`config.mk`:
```
export PLATFORM = sky130hd
export DESIGN_NAME = ordered_record_table
export DESIGN_NICKNAME = d
export VERILOG_FILES = /design/src/hw/rtl/ort_pkg.sv /design/src/hw/rtl/ort_cell.sv /design/src/hw/rtl/ordered_record_table.sv
export VERILOG_INCLUDE_DIRS = /design/src /design/src/hw/rtl
export SDC_FILE = /design/constraint.sdc
export NUM_CORES = 1
export LEC_CHECK = 0
export BUFFER_PORTS_ARGS = -buffer_cell sky130_fd_sc_hd__buf_2
export CORE_MARGIN = 4
export CORE_UTILIZATION = 40
export DETAILED_ROUTE_END_ITERATION = 10
export GPL_ROUTABILITY_DRIVEN = 0
export PLACE_DENSITY = 0.65
export SLEW_MARGIN = 10
export SYNTH_ARGS = -nofsm -noshare
export SYNTH_HDL_FRONTEND = slang
export SYNTH_SLANG_ARGS = --single-unit
```
`constraint.sdc`:
```
create_clock -name clock -period 5.5 [get_ports clock]
set_input_delay 0.825 -clock clock [delete_from_list [all_inputs] [get_ports clock]]
set_output_delay 0.825 -clock clock [all_outputs]
set_load 0.1 [all_outputs]
```
`src/hw/rtl/ordered_record_table_defines.svh`:
```
// ----------------------------------------------------------------------------
// Assertion macros for the ordered record table
// Concurrent property wrappers; compiled out when NO_ASSERTIONS is set.
// ----------------------------------------------------------------------------
`ifndef ORDERED_RECORD_TABLE_DEFINES_SVH
`define ORDERED_RECORD_TABLE_DEFINES_SVH

`ifndef NO_ASSERTIONS

// same-cycle implication
`define ORT_ASSERT_IMPL(label, clk, rst, ante, cons) \
   label: assert property (@(posedge clk) disable iff (rst) (ante) |-> (cons)) \
      else $error("ordered_record_table: same-cycle property failed");

// next-cycle implication
`define ORT_ASSERT_NEXT(label, clk, rst, ante, cons) \
   label: assert property (@(posedge clk) disable iff (rst) (ante) |=> (cons)) \
      else $error("ordered_record_table: next-cycle property failed");

`else

`define ORT_ASSERT_IMPL(label, clk, rst, ante, cons)
`define ORT_ASSERT_NEXT(label, clk, rst, ante, cons)

`endif

`endif

```
`src/hw/rtl/ort_pkg.sv`:
```
// ----------------------------------------------------------------------------
// Ordered record table package
// Beat types, operation and status codes, cell control and sequencer states.
// ----------------------------------------------------------------------------
package ort_pkg;

   localparam int ORT_TABLE_DEPTH = 16;
   localparam int ORT_KEY_BITS    = 16;

   // fixed field widths of the beats
   localparam int ROLL_BITS = 16;
   localparam int BATCH_BITS = 16;
   localparam int POS_BITS  = 4;
   localparam int OCC_BITS  = 5;

   typedef enum logic [1:0] {
      MODE_INSERT = 2'd0,
      MODE_SEARCH = 2'd1,
      MODE_DELETE = 2'd2,
      MODE_NONE   = 2'd3
   } mode_type;

   typedef enum logic [1:0] {
      STATUS_OK   = 2'd0,
      STATUS_MISS = 2'd1,
      STATUS_FULL = 2'd2
   } status_type;

   typedef struct packed {
      mode_type              mode;
      logic                  key_select;
      logic [ROLL_BITS-1:0]  roll_number;
      logic [BATCH_BITS-1:0] batch_number;
   } req_type;

   typedef struct packed {
      status_type            status;
      logic [POS_BITS-1:0]   match_position;
      logic [ROLL_BITS-1:0]  match_roll;
      logic [BATCH_BITS-1:0] match_batch;
      logic [OCC_BITS-1:0]   occupancy;
   } rsp_type;

   // broadcast from the sequencer to every cell
   typedef struct packed {
      logic capture;
      logic insert;
      logic remove;
      logic key_select;
   } cell_ctrl_type;

   typedef enum logic [1:0] {
      ST_IDLE,
      ST_MATCH,
      ST_APPLY
   } state_type;

endpackage

```
`src/hw/rtl/ort_cell.sv`:
```
// ----------------------------------------------------------------------------
// Ordered record table cell
// Holds one record, compares it against the broadcast key, takes part in the
// oldest-match chain and loads from its younger neighbour on a removal.
// ----------------------------------------------------------------------------
module ort_cell
   import ort_pkg::*;
#(
   parameter int KEY_W = ORT_KEY_BITS
) (
   input  logic             clock,
   input  cell_ctrl_type    ctrl,
   input  logic [KEY_W-1:0] key_roll,
   input  logic [KEY_W-1:0] key_batch,
   input  logic             occupied,
   input  logic             tail,
   input  logic             seen_in,
   output logic             seen_out,
   output logic             first,
   input  logic [KEY_W-1:0] next_roll,
   input  logic [KEY_W-1:0] next_batch,
   output logic [KEY_W-1:0] roll_q,
   output logic [KEY_W-1:0] batch_q
);

   logic [KEY_W-1:0] roll_ff, roll_in;
   logic [KEY_W-1:0] batch_ff, batch_in;
   logic             hit_ff, hit_in;
   logic             match;

   // key compare on the selected field
   assign match = occupied &&
                  (ctrl.key_select ? (batch_ff == key_batch) : (roll_ff == key_roll));

   assign hit_in = ctrl.capture ? match : hit_ff;

   // oldest-match chain: first hit not preceded by an older one
   assign seen_out = seen_in | hit_ff;
   assign first    = hit_ff & ~seen_in;

   // record load: append at tail, or close the gap from the neighbour
   always_comb begin
      roll_in  = roll_ff;
      batch_in = batch_ff;
      if (ctrl.insert && tail) begin
         roll_in  = key_roll;
         batch_in = key_batch;
      end else if (ctrl.remove && seen_out) begin
         roll_in  = next_roll;
         batch_in = next_batch;
      end
   end

   always_ff @(posedge clock) begin
      roll_ff  <= roll_in;
      batch_ff <= batch_in;
      hit_ff   <= hit_in;
   end

   assign roll_q  = roll_ff;
   assign batch_q = batch_ff;

endmodule

```
`src/hw/rtl/ordered_record_table.sv`:
```
// ----------------------------------------------------------------------------
// Ordered record table
// Insertion-ordered table of roll/batch records with insert, search and
// delete-first-match, built as a row of compare-and-shift cells.
// ----------------------------------------------------------------------------
//  Channel  Ports                   Direction  Handshake
//  request  start, busy, req_item   in         beat on start high, busy low
//  response rsp_strobe, rsp_item    out        one-cycle strobe, no back-pressure
//
//  Each beat goes through capture, parallel key compare in every cell,
//  then oldest-match resolution with table update. The response strobe rises
//  in the cycle after the update edge; busy falls in that same cycle, so a new
//  beat can be taken while the response is shown.
//  Reset clears the sequencer state, record count and response strobe only; record storage is not cleared.
//  The receiver cannot stall, so there is no output buffering beyond one beat.
// ----------------------------------------------------------------------------
`include "ordered_record_table_defines.svh"

module ordered_record_table
   import ort_pkg::*;
#(
   parameter int TABLE_DEPTH = ORT_TABLE_DEPTH,
   parameter int KEY_BITS    = ORT_KEY_BITS
) (
   input  logic    clock,
   input  logic    reset,
   input  logic    start,
   output logic    busy,
   input  req_type req_item,
   output logic    rsp_strobe,
   output rsp_type rsp_item
);

   localparam int STORE_BITS = (KEY_BITS < ROLL_BITS) ? KEY_BITS : ROLL_BITS;
   localparam int CNT_W      = $clog2(TABLE_DEPTH + 1);
   localparam int WIDE_W     = (CNT_W > OCC_BITS) ? CNT_W : OCC_BITS;

   state_type              state_ff, state_in;
   req_type                req_ff, req_in;
   logic [CNT_W-1:0]       count_ff, count_in;
   rsp_type                rsp_ff, rsp_in;
   logic                   rsp_valid_ff, rsp_valid_in;
   cell_ctrl_type          ctrl;
   logic                   accept;
   logic                   full;
   logic                   found;

   logic [STORE_BITS-1:0]  key_roll, key_batch;
   logic [TABLE_DEPTH:0]   seen;
   logic [TABLE_DEPTH-1:0] first;
   logic [TABLE_DEPTH-1:0] occupied;
   logic [TABLE_DEPTH-1:0] tail;
   logic [STORE_BITS-1:0]  roll_q  [TABLE_DEPTH];
   logic [STORE_BITS-1:0]  batch_q [TABLE_DEPTH];

   logic [STORE_BITS-1:0]  sel_roll, sel_batch;
   logic [WIDE_W-1:0]      sel_pos;
   logic [WIDE_W-1:0]      pos_wide, occ_wide;

   assign accept    = start && !busy;
   assign full      = (count_ff == CNT_W'(TABLE_DEPTH));
   assign found     = seen[TABLE_DEPTH];
   assign key_roll  = req_ff.roll_number[STORE_BITS-1:0];
   assign key_batch = req_ff.batch_number[STORE_BITS-1:0];

   // sequencer next state
   always_comb begin
      state_in = state_ff;
      case (state_ff)
         ST_IDLE:  if (start) begin
                      state_in = ST_MATCH;
                   end
         ST_MATCH: state_in = ST_APPLY;
         ST_APPLY: state_in = ST_IDLE;
         default:  state_in = ST_IDLE;
      endcase
   end

   // sequencer outputs
   always_comb begin
      busy            = 1'b1;
      ctrl.capture    = 1'b0;
      ctrl.insert     = 1'b0;
      ctrl.remove     = 1'b0;
      ctrl.key_select = req_ff.key_select;
      rsp_valid_in    = 1'b0;
      case (state_ff)
         ST_IDLE:  busy = 1'b0;
         ST_MATCH: ctrl.capture = 1'b1;
         ST_APPLY: begin
            ctrl.insert  = (req_ff.mode == MODE_INSERT) && !full;
            ctrl.remove  = (req_ff.mode == MODE_DELETE) && found;
            rsp_valid_in = 1'b1;
         end
         default:  busy = 1'b1;
      endcase
   end

   assign req_in = accept ? req_item : req_ff;

   // per-cell occupancy and tail flags
   assign seen[0] = 1'b0;
   for (genvar i = 0; i < TABLE_DEPTH; i++) begin : g_cell
      logic [STORE_BITS-1:0] nroll, nbatch;

      assign occupied[i] = (count_ff > CNT_W'(i));
      assign tail[i]     = (count_ff == CNT_W'(i));

      if (i < TABLE_DEPTH - 1) begin : g_mid
         assign nroll  = roll_q[i+1];
         assign nbatch = batch_q[i+1];
      end else begin : g_last
         assign nroll  = roll_q[i];
         assign nbatch = batch_q[i];
      end

      ort_cell #(
         .KEY_W(STORE_BITS)
      ) u_cell (
         .clock      (clock),
         .ctrl       (ctrl),
         .key_roll   (key_roll),
         .key_batch  (key_batch),
         .occupied   (occupied[i]),
         .tail       (tail[i]),
         .seen_in    (seen[i]),
         .seen_out   (seen[i+1]),
         .first      (first[i]),
         .next_roll  (nroll),
         .next_batch (nbatch),
         .roll_q     (roll_q[i]),
         .batch_q    (batch_q[i])
      );
   end

   // readout of the oldest match (one-hot select)
   always_comb begin
      sel_roll  = '0;
      sel_batch = '0;
      sel_pos   = '0;
      for (int i = 0; i < TABLE_DEPTH; i++) begin
         if (first[i]) begin
            sel_roll  = sel_roll  | roll_q[i];
            sel_batch = sel_batch | batch_q[i];
            sel_pos   = sel_pos   | WIDE_W'(i);
         end
      end
   end

   // response beat and count update
   always_comb begin
      count_in                = count_ff;
      pos_wide                = '0;
      rsp_in.status           = STATUS_MISS;
      rsp_in.match_roll       = '0;
      rsp_in.match_batch      = '0;
      if (state_ff == ST_APPLY) begin
         case (req_ff.mode)
            MODE_INSERT: begin
               if (full) begin
                  rsp_in.status = STATUS_FULL;
               end else begin
                  rsp_in.status      = STATUS_OK;
                  pos_wide           = WIDE_W'(count_ff);
                  rsp_in.match_roll  = ROLL_BITS'(key_roll);
                  rsp_in.match_batch = BATCH_BITS'(key_batch);
                  count_in           = count_ff + 1'b1;
               end
            end
            MODE_SEARCH, MODE_DELETE: begin
               if (found) begin
                  rsp_in.status      = STATUS_OK;
                  pos_wide           = sel_pos;
                  rsp_in.match_roll  = ROLL_BITS'(sel_roll);
                  rsp_in.match_batch = BATCH_BITS'(sel_batch);
                  if (req_ff.mode == MODE_DELETE) begin
                     count_in = count_ff - 1'b1;
                  end
               end
            end
            default: rsp_in.status = STATUS_MISS;
         endcase
      end
      occ_wide              = WIDE_W'(count_in);
      rsp_in.match_position = pos_wide[POS_BITS-1:0];
      rsp_in.occupancy      = occ_wide[OCC_BITS-1:0];
   end

   // control registers
   always_ff @(posedge clock) begin
      if (reset) begin
         state_ff     <= ST_IDLE;
         count_ff     <= '0;
         rsp_valid_ff <= 1'b0;
      end else begin
         state_ff     <= state_in;
         count_ff     <= count_in;
         rsp_valid_ff <= rsp_valid_in;
      end
   end

   // payload registers
   always_ff @(posedge clock) begin
      req_ff <= req_in;
      if (rsp_valid_in) begin
         rsp_ff <= rsp_in;
      end
   end

   assign rsp_strobe = rsp_valid_ff;
   assign rsp_item   = rsp_ff;

   // checks
   `ORT_ASSERT_NEXT(a_strobe_after_apply, clock, reset, state_ff == ST_APPLY, rsp_valid_ff)
   `ORT_ASSERT_NEXT(a_count_held, clock, reset, state_ff != ST_APPLY, $stable(count_ff))
   `ORT_ASSERT_NEXT(a_insert_grows, clock, reset, ctrl.insert, count_ff == $past(count_ff) + 1'b1)
   `ORT_ASSERT_IMPL(a_first_onehot, clock, reset, state_ff == ST_APPLY, $onehot0(first))

endmodule

```
==> results of run 1 <==
-- final timing paths --
check                     from                           end  cells after the start
setup / recovery   count_ff[0]  g_cell[11].u_cell.roll_q[14]                      8
hold / removal    req_item[23]                   key_roll[7]                      1
setup reg to reg   count_ff[0]  g_cell[11].u_cell.roll_q[14]                      8
hold reg to reg   key_batch[6]  g_cell[15].u_cell.batch_q[6]                      0
-- Yosys cell counts, types with 34 or more instances --
master / count / area share (%)
nand4_1: 78 / 1.4
mux2_2: 480 / 15
o21ai_0: 37 / 0.52
a2bb2oi_1: 36 / 0.88
nor4_1: 73 / 1.3
a21oi_1: 54 / 0.76
xnor2_1: 281 / 6.9
buf_2: 35 / 0.49
edfxtp_1: 606 / 51
nand3b_1: 63 / 1.3
nand3_1: 63 / 0.88
nand2_1: 74 / 0.78
clkbuf_1: 193 / 2.0
xor2_1: 232 / 5.7
nor3_1: 34 / 0.48
buf_1: 50 / 0.53
-- cells by family after synthesis --
kind of cell / after synthesis / synth area share [%]
AO/OA/AOI/OAI: 401 / 8.63
XOR/XNOR: 513 / 12.6
adder cells (fa/ha/maj): 9 / 0.315
buffers and inverters: 294 / 3.28
flip-flops: 614 / 51.4
multiplexers: 506 / 15.9
AND/OR/NAND/NOR: 484 / 7.93
-- power by group through the flow --
stage          logic, mW  registers [mW]  clock network [mW]
2_1_floorplan      0.530            5.35                   0
3_3_place_gp       0.807            5.32                   0
3_5_place_dp       0.819            5.32                   0
4_1_cts            0.822            5.23                4.81
5_1_grt            0.883            5.23                5.01
6_report           0.839            5.23                4.75
-- flip-flops by register name (all words and copies together), names as in the netlist --
name,cells
req_ff,2
ctrl,1
g_cell.u_cell.hit_ff,16
state_ff,2
g_cell.u_cell.roll_q,256
key_batch,16
key_roll,16
count_ff,5
rsp_item,43
g_cell.u_cell.batch_q,256
rsp_strobe,1
-- cell type report --
| cell class | count | area (um2) | share of cell area, % |
|---|---|---|---|
| well taps | 1165 | 1460 | 3.68 |
| clock inverters | 36 | 340 | 0.860 |
| repair buffers | 166 | 1040 | 2.63 |
| flip-flops and latches | 614 | 18400 | 46.4 |
| clock buffers | 93 | 1980 | 4.99 |
| diodes | 4 | 10.0 | 0.0253 |
| inverters | 13 | 48.8 | 0.123 |
| multi-input cells | 1913 | 16300 | 41.3 |
-- worst max-delay path: cells and delay by family (launching register included) --
kind / cells / cell delay, ns
AO/OA/AOI/OAI: 1 / 0.39
buffers and inverters: 2 / 0.57
AND/OR/NAND/NOR: 4 / 2.22
adder cells (fa/ha/maj): 1 / 0.31
flip-flops: 1 / 0.58
-- per-layer routing --
metal  part of all wire [%]  global-route usage (%)
met3                     10                    6.01
met4                    2.8                    6.28
met1                     42                    30.8
met2                     44                    33.8
met5                   0.36                    1.57
-- metrics by stage --
step / power [mW] / util [%] / hold slack, ns
after floorplan: 5.88 / - / 0.424
after global placement: 6.13 / 42.1 / 0.449
after detailed placement: 6.14 / 42.1 / 0.447
after CTS: 10.9 / 44.7 / 0.346
after global routing: 11.1 / 44.7 / 0.349
final: 10.8 / 44.7 / 0.376
==> summary.md, run 1 <==
| Metric | Value |
|---|---|
| RSZ-0062 raised after global routing | `false` |
| CTS H-tree depth | `3` |
| Placed inst area | `37200 um2` |
| Outcome | `finished, final reports clean` |
| Fin worst setup slack | `1.02 ns` |
| Net switching power | `2.58 mW` |
| Pin slew with the least headroom to its limit | `1.30 ns` |
| Latest clock arrival within the worst-skew pair | `0.62 ns` |
| Post-route cell area | `39600 um2` |
| Die height | `307 um` |
| Synthesized flop and latch total | `614` |
| IO Port Bufs | `82` |
| Ys async rst share | `0%` |
| Post-route antenna net violation count | `0` |
| Cell Area, Synth | `35700 um2` |
| Post-CTS Resized | `0` |
| Most frequent cells in the layout | `606 x edfxtp_1, 480 x mux2_2, 281 x xnor2_1, 232 x xor2_1, 84 x buf_4` |
| Sw frac | `23.8%` |
| Avg Cell Area, Syn | `12.7 um2` |
| Gr usage total | `22.1%` |
| Library cells used by synthesis | `65` |
| Achievable Freq | `223 MHz` |
| Internal | `8.24 mW` |
| Endpoint class of the critical path | `flip-flop` |
| Die width | `307 um` |
| Critical Path AT | `4.71 ns` |
| Slowest cell on crit path | `nor4b_2` |
| Vias in the first global route | `24.6k` |
| Sequential-to-total area share from yosys stat | `51.4%` |
| IO Pins | `83` |
| # clock sinks | `614` |
| Peak VDD IR | `0.239 mV` |
| Clock Skew | `0.0203 ns` |
| Yosys warning count | `0` |
| CTS tree | `done` |
| Leakage Power | `12.8 nW` |
| Power Density | `273 nW/um2` |
| Commonest non-fill, non-tap cell in the layout | `edfxtp_1` |
| DR pass1 iterations | `8` |
| Fillcell total | `7866` |
| Worst Hold Class | `input port to flip-flop` |
| Pre-CTS setup slack | `1.32 ns` |
| Final hold viol count | `0` |
| Syn_nets | `2868` |
| Number of enable flip-flop cells after synthesis | `606` |
| Sequential Power Share | `48.3%` |
| First-pass GRT wire length | `159 mm` |
| Final period utilization | `81.5%` |
| DRC Markers | `0` |
| Clk buf depth | `3` |
| CTS Root Cell | `clkbuf_16` |
| Crit path max fanout | `32` |
| Routed WL | `107 mm` |
| Starting density of the core | `40.3%` |
| Predominant post-synthesis flop cell | `edfxtp_1` |
| Area delta synth->final | `10.8%` |
| Max cap viols | `0` |
| Total die area | `94100 um2` |
| Placed wire-length estimate | `77.6 mm` |
| Postcts setup bufs | `0` |
| Critical Path, Cell by Cell | `inv_1 > ha_1 > nand4bb_1 > nand3_1 > nor4b_2 > nand2_1 > buf_4 > o21ai_4` |
| Initial antenna violation count | `5` |
| Post-layout net count | `2826` |
| Via density per instance | `6.15` |
| Fraction of final layout cells sized beyond drive strength 1 | `27.7%` |
| Gate power share | `7.8%` |
| Non-Filler Instances | `4004` |
| CTS Buf Count | `71` |
| Grt ovf | `0` |
| Starting DRT DRC Count | `3179` |
| Core ar. | `88500 um2` |
| Placed insts | `3871` |
| WS Path Type | `flip-flop to flip-flop` |
| Slew Limit Fails | `0` |
| Clk pwr share | `43.9%` |
| CTS clk-pin slew, worst paths | `0.06 ns` |
| Hold-fix buffers, CTS | `0` |
| Period minus WS final | `4.48 ns` |
| Vias | `24.6k` |
| Max stage delay on crit path | `0.69 ns` |
| WL per Instance | `26.7 um` |
| Worst reg2reg setup slack | `1.02 ns` |
| Rows | `109` |
| Largest net degree at the start of global routing | `69` |
| Relative slew slack | `11.2%` |
| Startpoint Class | `flip-flop` |
| Post-Syn Instances | `2821` |
| Setup tns final | `0 ns` |
| Final setup viols | `0` |
| CP required | `5.72 ns` |
(Power assumes the default switching activity.)
==> run 2, diff against run 1 <==
Settings changed: PLACE_DENSITY 0.65 to 0.67.
Clock period 5.5 ns to 3.75 ns, I/O delays scaled along.
==> summary.md, run 2 (same netlist as run 1, synthesis figures left out) <==
| Metric | Value |
|---|---|
| Outcome | `finished, final reports clean` |
| Core ar. | `88500 um2` |
| Initial antenna violation count | `4` |
| Placed wire-length estimate | `79.8 mm` |
| Endpoint class of the critical path | `flip-flop` |
| Critical Path AT | `3.91 ns` |
| CTS Root Cell | `clkbuf_16` |
| Via density per instance | `5.94` |
| Internal | `12.2 mW` |
| Clk buf depth | `3` |
| Starting density of the core | `40.3%` |
| Setup tns final | `0 ns` |
| IO Port Bufs | `82` |
| Post-CTS Resized | `0` |
| Peak VDD IR | `0.341 mV` |
| Starting DRT DRC Count | `2611` |
| Die width | `307 um` |
| CTS tree | `done` |
| Most frequent cells in the layout | `606 x edfxtp_1, 480 x mux2_2, 281 x xnor2_1, 232 x xor2_1, 170 x buf_4` |
| Final total power | `16.0 mW` |
| Non-Filler Instances | `4093` |
| CTS Buf Count | `71` |
| Multi-input logic area | `16400 um2` |
| # clock sinks | `614` |
| Postcts setup bufs | `0` |
| Clk pwr share | `44.0%` |
| Startpoint Class | `flip-flop` |
| Largest net degree at the start of global routing | `47` |
| Post-route antenna net violation count | `0` |
| R2R cell count | `7` |
| Register area | `18400 um2` |
| Power Density | `397 nW/um2` |
| Rows | `109` |
| Gr usage total | `21.9%` |
| Latest clock arrival within the worst-skew pair | `0.62 ns` |
| Area delta synth->final | `12.9%` |
| Max cap viols | `0` |
| IO Pins | `83` |
| Net switching power | `3.86 mW` |
| DR pass1 iterations | `7` |
| Post-route cell area | `40300 um2` |
| Leakage Power | `13.2 nW` |
| Gate power share | `7.6%` |
| Vias in the first global route | `23.9k` |
| Hold endpoint | `key_roll[5]` |
| Slew Limit Fails | `0` |
| Final setup viols | `0` |
| WS Path Type | `flip-flop to flip-flop` |
| Final period utilization | `95.2%` |
| Pre-CTS setup slack | `0.448 ns` |
| Placed insts | `3960` |
| Hold path start | `req_item[21]` |
| Commonest non-fill, non-tap cell in the layout | `edfxtp_1` |
| Vias | `24.3k` |
| Worst Hold Class | `input port to flip-flop` |
| WL per Instance | `25.8 um` |
| Worst hold slack | `0.122 ns` |
| Fillcell total | `7860` |
| First-pass GRT wire length | `156 mm` |
| Total die area | `94100 um2` |
| Post-layout net count | `2915` |
| Pin slew with the least headroom to its limit | `1.14 ns` |
| Relative slew slack | `22.3%` |
| CTS clk-pin slew, worst paths | `0.06 ns` |
| Period minus WS final | `3.57 ns` |
| Crit path max fanout | `12` |
| Achievable Freq | `280 MHz` |
| Reg-to-Reg End | `rsp_item[25]` |
| RSZ-0062 raised after global routing | `false` |
| Worst reg2reg setup slack | `0.18 ns` |
| Fraction of final layout cells sized beyond drive strength 1 | `29.8%` |
| Fin worst setup slack | `0.182 ns` |
| CP required | `4.09 ns` |
| Final hold viol count | `0` |
| Grt ovf | `0` |
| DRC Markers | `0` |
| Hold path cells | `1` |
| Routed WL | `106 mm` |
| Crit Reg-Reg Startpoint | `req_ff[34]` |
| Sw frac | `24.1%` |
| CTS H-tree depth | `3` |
| Placed inst area | `38000 um2` |
| Die height | `307 um` |
| Post-layout util | `45.6%` |
| Clock Skew | `0.0193 ns` |
| Sequential Power Share | `48.4%` |
| Hold-fix buffers, CTS | `0` |
run 2: critical path, stage by stage (launching register included):
cell and delay [ns]:
edfxtp_1 0.39, inv_1 0.06, ha_1 0.45, inv_1 0.23, a31oi_1 0.62, nand2_1 0.69, buf_4 0.42, o21ai_0 0.43
run 2: worst max path at each step:
stage | slack (ns) | end | start | cells after the start
floorplan | -0.76 | g_cell[5].u_cell.batch_q[0] | state_ff[0] | 4
global placement | 0.49 | rsp_item[25] | req_ff[33] | 7
detailed placement | 0.45 | rsp_item[25] | req_ff[34] | 7
CTS | 0.40 | rsp_item[25] | req_ff[34] | 7
global route | 0.21 | rsp_item[25] | req_ff[34] | 7
finish | 0.18 | rsp_item[25] | req_ff[34] | 7
run 2: routing by layer:
metal	vias to the layer above	global-route usage, %	wire length [um]
met3	141	6.11	10800
met2	1120	32.1	45300
met4	2	5.39	2230
met1	12100	31.9	47000
li1	10900	-	-
met5	-	0.910	122
run 2: area by class of cell:
cell class	count	share of cell area, %
clock inverter	47	1.01
tap	1165	3.62
inverter	13	0.121
antenna	1	0.00621
sequential	614	45.5
multi-input combinational	1913	40.6
clock buffer	85	4.77
timing repair buffer	255	4.33
run 2: power groups by stage:
stage / clock network [mW] / logic (mW) / registers, mW
floorplan: 0 / 0.778 / 7.84
global placement: 0 / 1.19 / 7.89
detailed placement: 0 / 1.20 / 7.89
CTS: 7.12 / 1.21 / 7.75
global route: 7.43 / 1.30 / 7.76
finish: 7.04 / 1.22 / 7.75
